==> src/sv/pdpe_pkg.sv <==
package pdpe_pkg;

  localparam int PIN_SYMBOLS_DEF = 8;

  // Configuration register indexes and reset values.
  localparam logic [2:0] REG_LONG_PRESS  = 3'd0;
  localparam logic [2:0] REG_GAP_TIMEOUT = 3'd1;
  localparam logic [2:0] REG_MIN_SYMBOLS = 3'd2;
  localparam logic [2:0] REG_CLASS_CODE  = 3'd3;
  localparam logic [2:0] REG_VERIFY_INS  = 3'd4;
  localparam logic [2:0] REG_SET_INS     = 3'd5;

  localparam logic [15:0] LONG_PRESS_RST  = 16'd500;
  localparam logic [15:0] GAP_TIMEOUT_RST = 16'd1500;
  localparam logic [3:0]  MIN_SYMBOLS_RST = 4'd4;
  localparam logic [7:0]  CLASS_CODE_RST  = 8'd0;
  localparam logic [7:0]  VERIFY_INS_RST  = 8'd1;
  localparam logic [7:0]  SET_INS_RST     = 8'd2;

  // Session kinds.
  localparam logic [1:0] SES_NONE       = 2'd0;
  localparam logic [1:0] SES_VERIFY     = 2'd1;
  localparam logic [1:0] SES_SET_CHECK  = 2'd2;
  localparam logic [1:0] SES_SET_UPDATE = 2'd3;

  // Button tracking phases.
  localparam logic [1:0] PH_IDLE     = 2'd0;
  localparam logic [1:0] PH_PRESSED  = 2'd1;
  localparam logic [1:0] PH_RELEASED = 2'd2;

  // Symbol codes; zero is an empty position.
  localparam logic [1:0] SYM_EMPTY = 2'd0;
  localparam logic [1:0] SYM_SHORT = 2'd1;
  localparam logic [1:0] SYM_LONG  = 2'd2;

  // Status codes.
  localparam logic [2:0] ST_OK      = 3'd0;
  localparam logic [2:0] ST_CONFIRM = 3'd1;
  localparam logic [2:0] ST_VFAIL   = 3'd2;
  localparam logic [2:0] ST_NOPIN   = 3'd3;
  localparam logic [2:0] ST_TIMEOUT = 3'd4;
  localparam logic [2:0] ST_BADINS  = 3'd6;
  localparam logic [2:0] ST_BADCLA  = 3'd7;

  typedef struct packed {
    logic [15:0] long_press_ms;
    logic [15:0] gap_timeout_ms;
    logic [3:0]  min_symbols;
    logic [7:0]  class_code;
    logic [7:0]  verify_ins;
    logic [7:0]  set_ins;
  } cfg_t;

  typedef struct packed {
    logic        kind;
    logic [7:0]  cla;
    logic [7:0]  ins;
    logic        button;
    logic [31:0] now_ms;
  } item_t;

  typedef struct packed {
    logic       has_status;
    logic [2:0] status;
    logic       session_alive;
  } result_t;

endpackage

==> src/sv/pdpe_engine.sv <==
module pdpe_engine
  import pdpe_pkg::*;
#(
  parameter int PIN_SYMBOLS = PIN_SYMBOLS_DEF
) (
  input  logic    clk,
  input  logic    rst,
  input  logic    fire,
  input  item_t   item,
  input  cfg_t    cfg,
  output result_t res
);

  localparam int IDXW = $clog2(PIN_SYMBOLS);
  localparam int CW   = $clog2(PIN_SYMBOLS + 1);
  localparam int MW   = (CW > 4) ? CW : 4;
  localparam logic [CW-1:0] COUNT_FULL = CW'(PIN_SYMBOLS);

  logic [1:0]                   session_type, session_type_next;
  logic [1:0]                   press_phase, press_phase_next;
  logic [PIN_SYMBOLS-1:0][1:0]  entered, entered_next;
  logic [PIN_SYMBOLS-1:0][1:0]  stored, stored_next;
  logic [CW-1:0]                symbol_count, symbol_count_next;
  logic [31:0]                  mark_time, mark_time_next;

  logic [31:0] dt;
  logic        over_gap;
  logic        long_hold;
  logic        pin_stored;
  logic        pin_match;
  logic        too_few;
  logic [1:0]  sym;

  assign dt         = item.now_ms - mark_time;
  assign over_gap   = dt > {16'd0, cfg.gap_timeout_ms};
  assign long_hold  = dt > {16'd0, cfg.long_press_ms};
  assign sym        = long_hold ? SYM_LONG : SYM_SHORT;
  assign pin_stored = (stored[0] == SYM_SHORT) || (stored[0] == SYM_LONG);
  assign pin_match  = (entered == stored);
  assign too_few    = MW'(symbol_count) < MW'(cfg.min_symbols);

  always_comb begin
    logic ev_timeout;
    logic ev_done;
    logic clear;

    session_type_next = session_type;
    press_phase_next  = press_phase;
    entered_next      = entered;
    stored_next       = stored;
    symbol_count_next = symbol_count;
    mark_time_next    = mark_time;
    res               = '0;
    ev_timeout        = 1'b0;
    ev_done           = 1'b0;
    clear             = 1'b0;

    if (item.kind) begin
      clear = 1'b1;
      if (item.cla != cfg.class_code) begin
        res.has_status = 1'b1;
        res.status     = ST_BADCLA;
      end else if (item.ins == cfg.verify_ins) begin
        if (pin_stored) begin
          res.session_alive = 1'b1;
        end else begin
          res.has_status = 1'b1;
          res.status     = ST_NOPIN;
        end
      end else if (item.ins == cfg.set_ins) begin
        res.session_alive = 1'b1;
      end else begin
        res.has_status = 1'b1;
        res.status     = ST_BADINS;
      end
    end else if (session_type != SES_NONE) begin
      res.session_alive = 1'b1;
      unique case (press_phase)
        PH_PRESSED: begin
          if (item.button) begin
            ev_timeout = over_gap;
          end else begin
            // Presses past the PIN length are dropped.
            if (symbol_count < COUNT_FULL) begin
              entered_next[symbol_count[IDXW-1:0]] = sym;
              symbol_count_next = symbol_count + 1'b1;
            end
            press_phase_next = PH_RELEASED;
            mark_time_next   = item.now_ms;
          end
        end
        PH_RELEASED: begin
          if (item.button) begin
            press_phase_next = PH_PRESSED;
            mark_time_next   = item.now_ms;
          end else if (over_gap) begin
            ev_timeout = too_few;
            ev_done    = !too_few;
          end
        end
        default: begin
          if (item.button) begin
            press_phase_next = PH_PRESSED;
            mark_time_next   = item.now_ms;
          end
        end
      endcase

      if (ev_timeout) begin
        res.has_status    = 1'b1;
        res.status        = ST_TIMEOUT;
        res.session_alive = 1'b0;
        clear             = 1'b1;
      end else if (ev_done) begin
        res.has_status = 1'b1;
        clear          = 1'b1;
        unique case (session_type)
          SES_VERIFY: begin
            res.status        = pin_match ? ST_CONFIRM : ST_VFAIL;
            res.session_alive = 1'b0;
          end
          SES_SET_CHECK: begin
            res.status        = pin_match ? ST_CONFIRM : ST_VFAIL;
            res.session_alive = pin_match;
          end
          default: begin
            stored_next       = entered;
            res.status        = ST_OK;
            res.session_alive = 1'b0;
          end
        endcase
      end
    end

    if (clear) begin
      press_phase_next  = PH_IDLE;
      entered_next      = '0;
      symbol_count_next = '0;
      mark_time_next    = '0;
      session_type_next = SES_NONE;
      if (item.kind && res.session_alive) begin
        if (item.ins == cfg.verify_ins) begin
          session_type_next = SES_VERIFY;
        end else begin
          session_type_next = pin_stored ? SES_SET_CHECK : SES_SET_UPDATE;
        end
      end else if (!item.kind && res.session_alive) begin
        // A confirmed old PIN moves on to taking the new one.
        session_type_next = SES_SET_UPDATE;
      end
    end
  end

  always_ff @(posedge clk) begin
    if (rst) begin
      session_type <= SES_NONE;
      press_phase  <= PH_IDLE;
      entered      <= '0;
      stored       <= '0;
      symbol_count <= '0;
      mark_time    <= '0;
    end else if (fire) begin
      session_type <= session_type_next;
      press_phase  <= press_phase_next;
      entered      <= entered_next;
      stored       <= stored_next;
      symbol_count <= symbol_count_next;
      mark_time    <= mark_time_next;
    end
  end

`ifndef NO_ASSERTIONS
  a_count_bound: assert property (@(posedge clk) disable iff (rst)
    symbol_count <= COUNT_FULL)
    else $error("symbol count ran past the PIN length");

  a_idle_when_no_session: assert property (@(posedge clk) disable iff (rst)
    (session_type == SES_NONE) |-> (press_phase == PH_IDLE && symbol_count == '0))
    else $error("entry state left over without a session");

  a_status_zero: assert property (@(posedge clk) disable iff (rst)
    (fire && !res.has_status) |-> (res.status == ST_OK))
    else $error("status set without has_status");

  a_alive_with_status: assert property (@(posedge clk) disable iff (rst)
    (fire && res.has_status && res.session_alive) |-> (res.status == ST_CONFIRM))
    else $error("session goes on after a final status");

  a_request_clears: assert property (@(posedge clk) disable iff (rst)
    (fire && item.kind) |=> (symbol_count == '0 && press_phase == PH_IDLE))
    else $error("request did not clear the entry");
`endif

endmodule

==> src/sv/press_duration_pin_entry_top.sv <==
// Single-button PIN entry. A request item (tuser 1) starts a verify or a
// set-PIN session; poll items (tuser 0) carry the button level and the time
// in ms, and each poll or request yields exactly one result item with an
// optional status and a flag that says whether the session wants more polls.
// Items are taken at a rate of one item per clock as long as the result side
// keeps taking items: the input register feeds the state update, which does a
// parallel compare of the whole PIN, and the result lands in an output
// register. The PIN store lives in flip-flops and is cleared by reset.
// Configuration writes are taken at any time but should be made only while
// no item is in flight.
module press_duration_pin_entry_top
  import pdpe_pkg::*;
#(
  parameter int PIN_SYMBOLS = PIN_SYMBOLS_DEF
) (
  input  logic        clk,
  input  logic        rst,
  input  logic        s_tvalid,
  output logic        s_tready,
  input  logic [55:0] s_tdata,   // cla[7:0], ins[15:8], button[16], now_ms[48:17], zero
  input  logic        s_tuser,   // kind[0]
  output logic        m_tvalid,
  input  logic        m_tready,
  output logic [7:0]  m_tdata,   // status[2:0], session_alive[3], zero
  output logic        m_tuser,   // has_status[0]
  input  logic        cfg_we,
  input  logic [2:0]  cfg_index,
  input  logic [15:0] cfg_data
);

  cfg_t    cfg;
  item_t   in_item;
  logic    in_v;
  result_t res;
  result_t out_res;
  logic    out_v;
  logic    adv;

  assign adv      = in_v && (!out_v || m_tready);
  assign s_tready = !in_v || adv;

  always_ff @(posedge clk) begin
    if (rst) begin
      cfg.long_press_ms  <= LONG_PRESS_RST;
      cfg.gap_timeout_ms <= GAP_TIMEOUT_RST;
      cfg.min_symbols    <= MIN_SYMBOLS_RST;
      cfg.class_code     <= CLASS_CODE_RST;
      cfg.verify_ins     <= VERIFY_INS_RST;
      cfg.set_ins        <= SET_INS_RST;
    end else if (cfg_we) begin
      unique case (cfg_index)
        REG_LONG_PRESS:  cfg.long_press_ms  <= cfg_data;
        REG_GAP_TIMEOUT: cfg.gap_timeout_ms <= cfg_data;
        REG_MIN_SYMBOLS: cfg.min_symbols    <= cfg_data[3:0];
        REG_CLASS_CODE:  cfg.class_code     <= cfg_data[7:0];
        REG_VERIFY_INS:  cfg.verify_ins     <= cfg_data[7:0];
        REG_SET_INS:     cfg.set_ins        <= cfg_data[7:0];
        default: ;
      endcase
    end
  end

  always_ff @(posedge clk) begin
    if (rst) begin
      in_v <= 1'b0;
    end else if (s_tvalid && s_tready) begin
      in_v <= 1'b1;
    end else if (adv) begin
      in_v <= 1'b0;
    end
  end

  always_ff @(posedge clk) begin
    if (s_tvalid && s_tready) begin
      in_item.kind   <= s_tuser;
      in_item.cla    <= s_tdata[7:0];
      in_item.ins    <= s_tdata[15:8];
      in_item.button <= s_tdata[16];
      in_item.now_ms <= s_tdata[48:17];
    end
  end

  pdpe_engine #(
    .PIN_SYMBOLS(PIN_SYMBOLS)
  ) u_engine (
    .clk  (clk),
    .rst  (rst),
    .fire (adv),
    .item (in_item),
    .cfg  (cfg),
    .res  (res)
  );

  always_ff @(posedge clk) begin
    if (rst) begin
      out_v <= 1'b0;
    end else if (adv) begin
      out_v <= 1'b1;
    end else if (m_tready) begin
      out_v <= 1'b0;
    end
  end

  always_ff @(posedge clk) begin
    if (adv) begin
      out_res <= res;
    end
  end

  assign m_tvalid = out_v;
  assign m_tuser  = out_res.has_status;
  assign m_tdata  = {4'd0, out_res.session_alive, out_res.status};

endmodule
==> config.mk <==
export PLATFORM = sky130hd
export DESIGN_NAME = press_duration_pin_entry_top
export DESIGN_NICKNAME = d
export VERILOG_FILES = /design/src/sv/pdpe_pkg.sv /design/src/sv/pdpe_engine.sv /design/src/sv/press_duration_pin_entry_top.sv
export SDC_FILE = /design/constraint.sdc
export NUM_CORES = 1
export LEC_CHECK = 0
export BUFFER_PORTS_ARGS = -buffer_cell sky130_fd_sc_hd__buf_2
export CAP_MARGIN = 10
export CORE_UTILIZATION = 45
export CTS_CLUSTER_DIAMETER = 50
export DETAILED_ROUTE_END_ITERATION = 6
export SLEW_MARGIN = 20
export SYNTH_ARGS = -nofsm -noshare
export SYNTH_HDL_FRONTEND = slang
export SYNTH_SLANG_ARGS = --single-unit
==> constraint.sdc <==
create_clock -name clk -period 7.5 [get_ports clk]
set_input_delay 0.75 -clock clk [delete_from_list [all_inputs] [get_ports clk]]
set_output_delay 0.75 -clock clk [all_outputs]
set_load 0.03 [all_outputs]
==> results_dict.tcl, run 1 <==
set metrics [dict create \
    cts_buffers 17 \
    regArea_um2 4330 \
    dp.cells 1529 \
    clk_latency_ps 450 \
    routedWlPerCell_um 16.2 \
    p_per_area_nw_per_um2 199 \
    portBuffers 80 \
    die_x_um 158 \
    syn_inst 1172 \
    dr.pass1.iters 5 \
    core_um2 23600 \
    post_dp_cell_area_um2 11500 \
    cp_num_buf_inv 1 \
    cts_root_buf "clkbuf_16" \
    min_from "cfg[47]" \
    ys_seq_area_share_pct 39.8 \
    htreeDepth 4 \
    ctsLongestPathBuffers 2 \
    ys_ff_latch 189 \
    hold_path_class "flip-flop to flip-flop" \
    cts_setup_buffers 0 \
    start_util_pct 46.1 \
    criticalPathCategory "flip-flop to flip-flop" \
    crit_family "compound AO/OA/AOI/OAI gates" \
    gp_congestion 0.862 \
    die_area_um2 24800 \
    rr_endpoint "u_engine.mark_time[11]" \
    die_h_um 158 \
    drive_gt1_share_pct 13.3 \
    synthTopCellsByArea "dfxtp_1, edfxtp_1, ha_1" \
    synth_edf_count 55 \
    drt_wl_total_mm 25.2 \
    maxCapViolCount 0 \
    synth_cell_types 75 \
    grt_pass1_vias 8077 \
    hpwlAfterDp_mm 17.9 \
    fin_ws_ps 1600 \
    slew_headroom_pct 32.0 \
    cp_max_fo 20 \
    min_path_cells 2 \
    endpoint_kind "flip-flop" \
    period_minus_slack_ps 5900 \
    multi_input_area_um2 5930 \
    first_iter_violations 406 \
    num_vias 8499 \
    status "finished clean" \
    synth-main-ff-cell "dfxtp_1" \
    syn2layout_area_growth_pct 11.1 \
    finalClockSkew_ps 15.8 \
    syn_area_per_cell_um2 9.29 \
    power_mw 2.41 \
    rows 56 \
    final_common_cell "nand2_1" \
    min_to "cfg[47]" \
    synthArstFlopShare_pct 0 \
    grt_use_total_pct 21.2 \
    synthesis.area_um2 10900 \
    layout_common_cells "nand2_1, dfxtp_1, a21oi_1" \
    utilization_pct 51.2 \
    ys_warn_count 0 \
    antenna_left 0 \
    synth_top_area_cell "dfxtp_1" \
    slew_viol_final 0 \
    layoutNonFillerInstCount 1561 \
    rrSetupSlack_ps 1600 \
    start_kind "flip-flop" \
    drc_errors 0 \
    crit_path_max_incr_delay_ps 580 \
    finalSetupViolCount 0 \
    postCtsHoldBufs 0 \
    cts_resized 0 \
    antenna_cells 0 \
    synth_top_area_share_pct 24.6 \
    grt_max_degree 51 \
    period_share_pct 78.6 \
    rsz0062_at_grt "no" \
    max-vdd-ir-drop_v 0.000139 \
    antenna_found_initial 0 \
    regToRegStartpoint "in_item[2]" \
    hold_ws_ps 458 \
    post_drt_via_cell_ratio 5.44 \
    cp.arrival_ps 6250 \
    worstPathRequired_ps 7860 \
    fin_setup_tns_ps 0 \
    ff2ff_path_depth 21 \
    worst_pin_slew_ps 1020 \
    cts_sinks 189 \
    cp_slowest_cell "nand2_1" \
    cts_tree "yes" \
    clock.fmax_mhz 170 \
    hold_violations 0 \
    fillCellCount 2244 \
    leakage_nw 4.73 \
    io_pins 92 \
    grt_pass1_wl_mm 41.0 \
    dp_worst_setup_slack_ps 1610 \
    overflow 0 \
    layout.nets 1383 \
    final_area_um2 12100 \
    cp_cell_sequence "ha_1 > o211ai_1 > a21oi_1 > o21a_1 > o21ai_0 > nand2_1 > a31oi_1 > xnor2_1 > ha_1 > a21o_1 > a21o_1 > a221o_1 > a221oi_1 > o211a_1 > o21ai_0 > a2111oi_0 > nand4_1 > nand2_1 > buf_4 > o211ai_1 > o31ai_4" \
    clkSlewWorstSetupHoldPaths_ps 90 \
]
[tightest hold or removal path: cells and delay by family (launching register included)]
| family | cells | cell delay (ps) |
|---|---|---|
| AO/OA/AOI/OAI | 1 | 50 |
| flip-flops | 1 | 320 |
| AND/OR/NAND/NOR | 1 | 50 |
[final cells by class]
class / count / share of cell area, %
clock buffers: 17 / 3.52
multi-input cells: 844 / 49.0
repair buffers: 88 / 3.83
clock inverters: 15 / 1.75
flip-flops and latches: 189 / 35.8
inverters: 89 / 2.76
well taps: 319 / 3.30
[how the worst max path moves through the flow]
stage,from,endpoint,slack (ps),depth (start not counted)
floorplan,in_item[2],u_engine.mark_time[10],2910,21
global placement,in_item[2],u_engine.mark_time[3],1860,21
detailed placement,in_item[2],u_engine.mark_time[11],1610,21
CTS,in_item[2],u_engine.mark_time[11],1580,21
global route,in_item[2],u_engine.entered[5],1120,20
finish,in_item[2],u_engine.mark_time[11],1600,21
[per-layer routing]
metal	track usage, %	vias up	routed length, um
met1	27.3	4020	12000
met4	5.69	0	308
li1	-	4318	-
met2	36.4	140	12200
met3	3.72	21	779
met5	0	-	0
[report_power, final]
part | internal (mW) | leakage (nW) | switching [mW]
Clock | 0.461 | 0.304 | 0.479
Combinational | 0.138 | 2.81 | 0.233
Sequential | 1.08 | 1.62 | 0.0184
Total | 1.68 | 4.73 | 0.731
[synthesized netlist by cell type (4+ instances only)]
cell / count
a2111oi_0: 5
a211o_1: 6
a211oi_1: 10
a21o_1: 19
a21oi_1: 91
a31o_1: 5
a31oi_1: 5
and2_1: 7
and3_1: 7
buf_1: 4
buf_2: 10
buf_4: 7
clkbuf_1: 26
dfxtp_1: 134
edfxtp_1: 55
ha_1: 72
inv_1: 89
mux2i_1: 23
nand2_1: 156
nand2b_1: 12
nand3_1: 11
nand3b_1: 6
nand4_1: 19
nor2_1: 87
nor2b_1: 11
nor3_1: 14
nor4_1: 14
o211ai_1: 36
o21a_1: 6
o21ai_0: 37
o21ai_1: 8
o21bai_1: 6
o22ai_1: 19
o31ai_1: 5
o31ai_4: 29
xnor2_1: 30
xor2_1: 32
[cells by family (layout without fill, tap and decap cells)]
group	after synthesis	after routing	synth area share, %
other cells	1	4	0.0345
fa+ha+maj	73	73	8.46
xor+xnor	62	62	4.99
compound gates	322	322	23.4
mux	24	24	2.22
buf+inv	142	209	5.91
flops	189	189	39.8
simple gates	359	359	15.1
[registers in the layout (all words and copies together) (netlist names)]
register	cells
in_item	50
in_v	1
u_engine.entered	16
u_engine.mark_time	32
u_engine.session_type	2
u_engine.press_phase	2
cfg	60
m_tvalid	1
m_tdata	4
m_tuser	1
u_engine.stored	16
u_engine.symbol_count	4
Note: power is estimated with default switching activity, not from simulation.
==> run 2: changes to the inputs <==
--- a/config.mk
+++ b/config.mk
@@ -10,6 +10,7 @@
 export CORE_UTILIZATION = 45
 export CTS_CLUSTER_DIAMETER = 50
 export DETAILED_ROUTE_END_ITERATION = 6
+export PLACE_DENSITY = 0.65
 export SLEW_MARGIN = 20
 export SYNTH_ARGS = -nofsm -noshare
 export SYNTH_HDL_FRONTEND = slang
==> constraint.sdc (replaced) <==
create_clock -name clk -period 4.9 [get_ports clk]
set_input_delay 0.49 -clock clk [delete_from_list [all_inputs] [get_ports clk]]
set_output_delay 0.49 -clock clk [all_outputs]
set_load 0.03 [all_outputs]
==> results_dict.tcl, run 2 (synthesized netlist as in run 1, its figures left out) <==
set metrics [dict create \
    status "finished clean" \
    worstSetupStartpoint "in_item[0]" \
    maxCapViolCount 0 \
    io_pins 92 \
    fillCellCount 2172 \
    post_dp_cell_area_um2 11600 \
    worstPathRequired_ps 5260 \
    finalSetupViolCount 0 \
    cp_max_fo 15 \
    layout_common_cells "nand2_1, dfxtp_1, a21oi_1" \
    num_vias 8596 \
    max-vdd-ir-drop_v 0.000170 \
    fin_ws_ps 326 \
    core_um2 23600 \
    min_from "s_tdata[7]" \
    routedWlPerCell_um 15.9 \
    largest-register "cfg" \
    drive_gt1_share_pct 15.3 \
    power_mw 3.76 \
    largestRegisters "cfg: 60 flops, in_item: 50 flops, u_engine.mark_time: 32 flops" \
    grt_pass1_vias 8275 \
    cts_root_buf "clkbuf_16" \
    drc_errors 0 \
    utilization_pct 52.3 \
    finalClockSkew_ps 14.1 \
    hpwlAfterDp_mm 17.9 \
    dr.pass1.iters 5 \
    antenna_found_initial 0 \
    cts_buffers 17 \
    clock.fmax_mhz 219 \
    antenna_cells 0 \
    htreeDepth 4 \
    die_h_um 158 \
    drt_wl_total_mm 25.1 \
    start_util_pct 46.1 \
    leakage_nw 4.84 \
    die_area_um2 24800 \
    hold_violations 0 \
    slew_headroom_pct 28.6 \
    dp_worst_setup_slack_ps -62.6 \
    portBuffers 80 \
    cp.arrival_ps 4940 \
    multi_input_area_um2 6020 \
    criticalPathCategory "flip-flop to flip-flop" \
    post_drt_via_cell_ratio 5.45 \
    ctsLongestPathBuffers 2 \
    worst_pin_slew_ps 1070 \
    final_common_cell "nand2_1" \
    grt_pass1_wl_mm 41.3 \
    start_kind "flip-flop" \
    clk_latency_ps 450 \
    syn2layout_area_growth_pct 13.5 \
    clkSlewWorstSetupHoldPaths_ps 90 \
    postCtsHoldBufs 0 \
    hold_path_class "input pin to flip-flop" \
    cts_sinks 189 \
    p_per_area_nw_per_um2 305 \
    regArea_um2 4330 \
    first_iter_violations 475 \
    gp_congestion 0.884 \
    cts_tree "yes" \
    period_share_pct 93.3 \
    rows 56 \
    hold_ws_ps 201 \
    final_area_um2 12400 \
    overflow 0 \
    period_minus_slack_ps 4570 \
    grt_max_degree 51 \
    endpoint_kind "flip-flop" \
    antenna_left 0 \
    grt_use_total_pct 21.2 \
    die_x_um 158 \
    layout.nets 1398 \
    slew_viol_final 0 \
    regToRegStartpoint "in_item[0]" \
    largest_reg_flops 60 \
]
-- run 2: area by class of cell --
type                    count  area share [%]
multi-input cells         844            48.7
flip-flops and latches    189            35.1
repair buffers            103            5.02
clock buffers              17            3.44
well taps                 319            3.23
inverters                  89            2.70
clock inverters            15            1.79
-- run 2: final timing paths --
path                           end  slack [ps]  cells after the start
max          u_engine.mark_time[9]         330                     20
min                    in_item[48]         200                      1
max reg2reg  u_engine.mark_time[9]         330                     20
min reg2reg                cfg[54]         460                      2
-- run 2: worst max-delay path, stage by stage (launching register included) --
cell and delay [ps]:
edfxtp_1 350, inv_1 50, ha_1 210, fa_1 390, nand2b_1 210, a21oi_4 200
o211ai_1 140, nand2_1 140, xor2_2 210, ha_1 280, and4_1 230, a221o_1 360
a221oi_2 310, o211a_1 230, o21ai_0 140, a2111oi_2 250, nand4_1 190, nand2_2 190
buf_12 160, o211ai_1 160, o31ai_4 90
-- run 2: what timing repair did --
item,CTS,global route
pin swaps,0,6
buffers inserted,0,2
endpoints found under the hold margin,0,0
resized for setup,3,17
endpoints found under the setup margin,37,43
-- run 2: metrics by stage --
step	std cells	setup TNS (ps)
finish	1576	0
global route	1576	-414
CTS	1574	0
detailed placement	1542	-1060
global placement	1542	0
floorplan	1175	0
-- run 2: report_power, final --
group / switching, mW / internal (mW)
Sequential: 0.0283 / 1.66
Combinational: 0.368 / 0.232
Clock: 0.759 / 0.721
-- run 2: per-layer routing --
| layer | global-route usage, % | routed length, um |
|---|---|---|
| met1 | 27.1 | 11400 |
| met2 | 36.2 | 12200 |
| met3 | 3.41 | 999 |
| met4 | 7.12 | 509 |
| met5 | 0 | 0 |
==> run 3: changes to the inputs <==
--- a/config.mk
+++ b/config.mk
@@ -7,10 +7,10 @@
 export LEC_CHECK = 0
 export BUFFER_PORTS_ARGS = -buffer_cell sky130_fd_sc_hd__buf_2
 export CAP_MARGIN = 10
-export CORE_UTILIZATION = 45
+export CORE_UTILIZATION = 55
 export CTS_CLUSTER_DIAMETER = 50
 export DETAILED_ROUTE_END_ITERATION = 6
-export PLACE_DENSITY = 0.65
+export PLACE_DENSITY_LB_ADDON = 0.08
 export SLEW_MARGIN = 20
 export SYNTH_ARGS = -nofsm -noshare
 export SYNTH_HDL_FRONTEND = slang
==> results_dict.tcl, run 3 (synthesized netlist as in run 1, its figures left out) <==
set metrics [dict create \
    status "finished clean" \
    hpwlAfterDp_mm 17.8 \
    criticalPathCategory "flip-flop to flip-flop" \
    largestRegisters "cfg: 60 flops, in_item: 50 flops, u_engine.mark_time: 32 flops" \
    gp_congestion 0.954 \
    grt_pass1_wl_mm 40.2 \
    power_mw 3.74 \
    layout_common_cells "nand2_1, dfxtp_1, a21oi_1" \
    p_comb_share_pct 16.6 \
    fin_ws_ps 173 \
    post_dp_cell_area_um2 11600 \
    die_h_um 143 \
    fin_setup_tns_ps 0 \
    worstPathRequired_ps 5250 \
    num_vias 8747 \
    portBuffers 80 \
    final_common_cell "nand2_1" \
    cts_sinks 189 \
    layoutNonFillerInstCount 1526 \
    postCtsHoldBufs 0 \
    pwr-share-clk_pct 38.4 \
    core_um2 19400 \
    rows 51 \
    largest-register "cfg" \
    antenna_found_initial 0 \
    grt_pass1_vias 8147 \
    die_area_um2 20400 \
    regArea_um2 4330 \
    period_minus_slack_ps 4730 \
    final_area_um2 12400 \
    ctsLongestPathBuffers 2 \
    cp_max_fo 8 \
    seqPwrFrac_pct 45.0 \
    antenna_cells 0 \
    largest_reg_flops 60 \
    syn2layout_area_growth_pct 13.8 \
    period_share_pct 96.5 \
    clkSlewWorstSetupHoldPaths_ps 80 \
    maxCapViolCount 0 \
    layout.nets 1402 \
    hold_violations 0 \
    p_per_area_nw_per_um2 302 \
    start_kind "flip-flop" \
    hold_path_class "input pin to flip-flop" \
    drt_wl_total_mm 25.5 \
    clk_latency_ps 440 \
    cp.arrival_ps 5080 \
    multi_input_area_um2 6050 \
    cts_tree "yes" \
    intPower_mw 2.64 \
    post_drt_via_cell_ratio 5.73 \
    first_iter_violations 529 \
    cts_buffers 17 \
    cts_root_buf "clkbuf_16" \
    switching_power_mw 1.10 \
    grt_max_degree 51 \
    drive_gt1_share_pct 15.7 \
    leakage_nw 4.89 \
    drc_errors 0 \
    hold_ws_ps 211 \
    swShare_pct 29.4 \
    start_util_pct 56.1 \
    clock.fmax_mhz 212 \
    htreeDepth 4 \
    overflow 0 \
    dp.cells 1489 \
    endpoint_kind "flip-flop" \
    grt_use_total_pct 25.1 \
    dr.pass1.iters 6 \
    fillCellCount 1654 \
    max-vdd-ir-drop_v 0.000256 \
    slew_viol_final 0 \
    routedWlPerCell_um 16.7 \
    slew_headroom_pct 39.1 \
    antenna_left 0 \
    io_pins 92 \
    finalClockSkew_ps 13.2 \
    die_x_um 143 \
    dp_worst_setup_slack_ps -110 \
    finalSetupViolCount 0 \
    utilization_pct 63.8 \
    worst_pin_slew_ps 906 \
]
[run 3: layer usage]
layer  up-vias  global-route usage [%]  share of wire, %
met4         0                    9.22               2.1
met5         -                       0                 0
met3        48                    3.92               4.0
li1       4358                       -                 -
met2       219                    42.3                48
met1      4122                    32.5                46
[run 3: power by group through the flow]
stage	combinational (mW)	clock, mW	sequential (mW)
after floorplan	0.416	0	1.72
after global placement	0.570	0	1.72
after detailed placement	0.579	0	1.72
after CTS	0.588	1.46	1.68
after global routing	0.682	1.53	1.69
final	0.620	1.44	1.68
[run 3: worst max-delay path, stage by stage (launching register included)]
cell and delay (ps):
edfxtp_1 350, inv_1 50, ha_1 210, fa_1 400, nand2b_4 180, a21oi_4 170, o211ai_1 140, nand2_1 170
xor2_2 210, ha_1 270, and4_1 220, a221o_1 360, a221oi_2 330, o211a_1 270, o21ai_2 100, a2111oi_2 340
nand4_1 230, nand2_4 220, clkbuf_16 190, o211ai_1 140, o31ai_4 80
[run 3: cell type report]
| class | count | share of cell area, % |
|---|---|---|
| clock buffers | 17 | 3.44 |
| clock inverters | 15 | 1.60 |
| inverters | 89 | 2.70 |
| multi-input cells | 844 | 48.9 |
| flip-flops and latches | 189 | 35.0 |
| well taps | 265 | 2.68 |
| repair buffers | 107 | 5.71 |
[run 3: timing repair]
item | CTS | global route
resized for setup | 5 | 17
cloned | 0 | 3
setup buffers | 0 | 2
endpoints found under the setup margin | 39 | 43
pin swaps | 0 | 16
[run 3: path summary, 6_finish.rpt]
check	startpoint	end	slack, ps	cells past startpoint
worst max-delay path	in_item[0]	u_engine.mark_time[11]	170	20
worst min-delay path	s_tdata[4]	in_item[45]	210	1
worst max register to register	in_item[0]	u_engine.mark_time[11]	170	20
worst min register to register	cfg[29]	cfg[29]	460	2
